## src/rtl/racd_ram.sv

```systemverilog
// ----------------------------------------------------------------------------
// racd_ram
// generic single write port, single read port ram with registered read
// ----------------------------------------------------------------------------
module racd_ram #(
  parameter int WIDTH = 16,
  parameter int DEPTH = 64
) (
  input  logic                     clk,
  input  logic                     we,
  input  logic [$clog2(DEPTH)-1:0] waddr,
  input  logic [WIDTH-1:0]         wdata,
  input  logic [$clog2(DEPTH)-1:0] raddr,
  output logic [WIDTH-1:0]         rdata
);

  logic [WIDTH-1:0] mem [DEPTH];

  always_ff @(posedge clk) begin
    if (we) begin
      mem[waddr] <= wdata;
    end
    rdata <= mem[raddr];
  end

endmodule

```

## config.mk

```make
export PLATFORM = sky130hd
export DESIGN_NAME = racd_ram
export DESIGN_NICKNAME = d
export VERILOG_FILES = /design/src/rtl/racd_ram.sv
export SDC_FILE = /design/constraint.sdc
export NUM_CORES = 1
export LEC_CHECK = 0
export BUFFER_PORTS_ARGS = -buffer_cell sky130_fd_sc_hd__buf_2
export CORE_ASPECT_RATIO = 1.75
export CORE_MARGIN = 2
export CORE_UTILIZATION = 63
export DETAILED_ROUTE_END_ITERATION = 12
export PLACE_DENSITY = 0.82
export SLEW_MARGIN = 10
export SYNTH_ARGS = -nofsm -noshare
export SYNTH_HDL_FRONTEND = slang
export SYNTH_SLANG_ARGS = --single-unit
export TNS_END_PERCENT = 5
```

## constraint.sdc

```tcl
create_clock -name clk -period 2.4 [get_ports clk]
set_input_delay 0.12 -clock clk [delete_from_list [all_inputs] [get_ports clk]]
set_output_delay 0.12 -clock clk [all_outputs]
set_load 0.02 [all_outputs]
```

==> flow_metrics.env <==
export IMPL_status="finished clean"
export IMPL_first_iter_violations=2736
export IMPL_viasPerCell=6.96
export IMPL_worst_ep_required_time_ps=2880
export IMPL_yosys_warnings=0
export IMPL_hold_depth=1
export IMPL_yosysSeqAreaShare_pct=77.6
export IMPL_netlist_top_cells_count="edfxtp_1, mux4_2, mux2i_1"
export IMPL_fin_crit_ps=2200
export IMPL_worstSkewPairLatency_ps=640
export IMPL_dp_hpwl_mm=62.1
export IMPL_syn2layout_area_growth_pct=12.0
export IMPL_ir_worst_vdd_uv=666
export IMPL_worstSetupPathType="flip-flop to flip-flop"
export IMPL_nets=2074
export IMPL_worstRegToRegCells=6
export IMPL_ys_top_cells_by_area="edfxtp_1, mux4_2, mux2i_1"
export IMPL_grt_overflow=0
export IMPL_pwr_share_clk_pct=37.7
export IMPL_grt_pass1_vias=20700
export IMPL_io_pins=46
export IMPL_comb_power_share_pct=5.7
export IMPL_antenna_found_initial=4
export IMPL_cts_tree="done"
export IMPL_reg2reg_from="mem[6][15]"
export IMPL_crit_path_start="mem[6][15]"
export IMPL_synth_edff_count=1024
export IMPL_num_rows=122
export IMPL_end_kind="flip-flop"
export IMPL_drc=0
export IMPL_synth_area_um2=40000
export IMPL_routedWlPerCell_um=34.0
export IMPL_start_util_pct=63.5
export IMPL_die_y_um=338
export IMPL_max_freq_mhz=454
export IMPL_hold_start="wdata[10]"
export IMPL_die_area_um2=65700
export IMPL_first_pass_iters=6
export IMPL_power_density_nw_per_um2=795
export IMPL_skew_ps=22.5
export IMPL_grt_setup_unrepaired="false"
export IMPL_path_clk_slew_ps=70
export IMPL_hp_class="primary input to flip-flop"
export IMPL_setup_worst_path_start_class="flip-flop"
export IMPL_cts_root_buf="clkbuf_16"
export IMPL_yosysUniqueCellTypes=43
export IMPL_yosysTopAreaCell="edfxtp_1"
export IMPL_intPower_w=0.0282
export IMPL_arrival_ps=2680
export IMPL_report_final_slew_viol_count=0
export IMPL_clock_sinks=1040
export IMPL_cts_made_buffers=82
export IMPL_avgSynthCellArea_um2=21.9
export IMPL_seqPwrFrac_pct=56.5
export IMPL_switching_share_pct=20.9
export IMPL_max_cap_viol_count=0
export IMPL_worstPathCellList="mux4_2 -> mux2i_1 -> a22oi_1 -> buf_4 -> a31oi_1 -> a311oi_1"
export IMPL_numPortBuffers=45
export IMPL_crit_fanout=1
export IMPL_totalWireLength_mm=99.4
export IMPL_grt_max_degree=65
export IMPL_ant_nets=0
export IMPL_die_x_um=195
export IMPL_worst_pin_slew_ps=1060
export IMPL_slowest_stage="mux4_2"
export IMPL_synth_ff_type="edfxtp_1"
export IMPL_grt_pass1_wl_mm=143
export IMPL_core_um2=63000
export IMPL_worst_path_largest_cell_delay_ps=500
export IMPL_synth_most_common_cell="edfxtp_1"
export IMPL_leakagePower_nw=14.5
export IMPL_h_tree_depth=3
export IMPL_switching_power_w=0.00746
export IMPL_cts_buffer_depth=3
export IMPL_timing_final_crit_share_pct=91.8
export IMPL_setup_viol=0
export IMPL_via_count=20300
export IMPL_synth_top_area_share_pct=76.8
export IMPL_p_total_w=0.0357
export IMPL_syn_inst=1829
export IMPL_instances_no_fill=2921
export IMPL_final_hold_viol_count=0
export IMPL_layout_drive_gt1_share_pct=29.1
export IMPL_synth_fp_nets=1859
export IMPL_dp_cells=2765
export IMPL_async_flop_share_pct=0
export IMPL_relSlewSlack_pct=29.4
export IMPL_synth_seq_cells=1040
export IMPL_grtUsageTotal_pct=31.0
export IMPL_place_congestion=0.976
==> routing by layer <==
layer  vias up  part of all wire (%)  global-route usage, %
li1       8081                     -                      -
met5         -                 0.027                      0
met3       331                   9.0                   5.13
met2      1432                    51                   52.8
met1     10500                    32                   36.7
met4         2                   8.1                   21.0
==> worst paths after layout <==
kind | end | slack, ps
worst max-delay path | rdata[15] | 200
worst min-delay path | mem[17][10] | 30
worst max register to register | rdata[15] | 200
worst min register to register | rdata[2] | 920
==> per-stage QoR <==
stage | cell area (µm²) | setup WS, ps | util (%) | setup TNS, ps | hold WS, ps
2_1_floorplan | 40000 | 245 | - | 0 | 219
3_3_place_gp | 42200 | -306 | 66.9 | -440 | 524
3_5_place_dp | 42200 | -314 | 66.9 | -540 | 555
4_1_cts | 44900 | 229 | 71.1 | 0 | 8.65
5_1_grt | 44900 | 167 | 71.2 | 0 | 30.6
6_report | 44900 | 196 | 71.2 | 0 | 31.0
==> registers in the layout (all words and copies together) (netlist names) <==
register,count
rdata,16
mem,1024
==> power groups by stage <==
stage                     logic (W)  clock network [W]  registers [W]
after floorplan             0.00104                  0         0.0206
after global placement      0.00193                  0         0.0205
after detailed placement    0.00199                  0         0.0206
after CTS                   0.00202             0.0136         0.0202
after global routing        0.00211             0.0142         0.0202
final                       0.00204             0.0135         0.0202
==> layout make-up <==
type,instances,area [µm²]
well taps,806,1010
fillers,3424,18200
flip-flops and latches,1040,31100
clock buffers,109,2280
repair buffers,235,1880
diodes,5,12.5
clock inverters,41,367
multi-input cells,685,8250
==> layout by cell type (no fill, tap or decap), drive strengths merged, types with 24 or more instances in the layout <==
cell type / instances
mux2i: 85
clkinv: 29
nand2: 60
edfxtp: 1024
clkbuf: 110
nor2: 74
a22oi: 39
nor2b: 30
mux4: 224
buf: 233
nand3: 24
mux2: 27
==> critical path, delay by kind of cell, from the launching register on <==
family	cells	cell delay [ps]
AO/OA/AOI/OAI	3	700
flip-flops	1	370
buffers and inverters	1	230
multiplexers	2	750
==> logic make-up (layout without fill, tap and decap cells) <==
family	after synthesis	after routing	synth area share, %
AO/OA/AOI/OAI	129	129	2.41
buffers and inverters	104	385	1.83
AND/OR/NAND/NOR	220	220	2.65
multiplexers	336	336	15.5
other	0	5	0
flip-flops	1040	1040	77.6
==> what timing repair did <==
action,in CTS,in global routing
buffers inserted,0,0
resized for setup,0,0
hold buffers,1,0
endpoints found under the hold margin,12,0
Power figures use the tool's default switching activity.
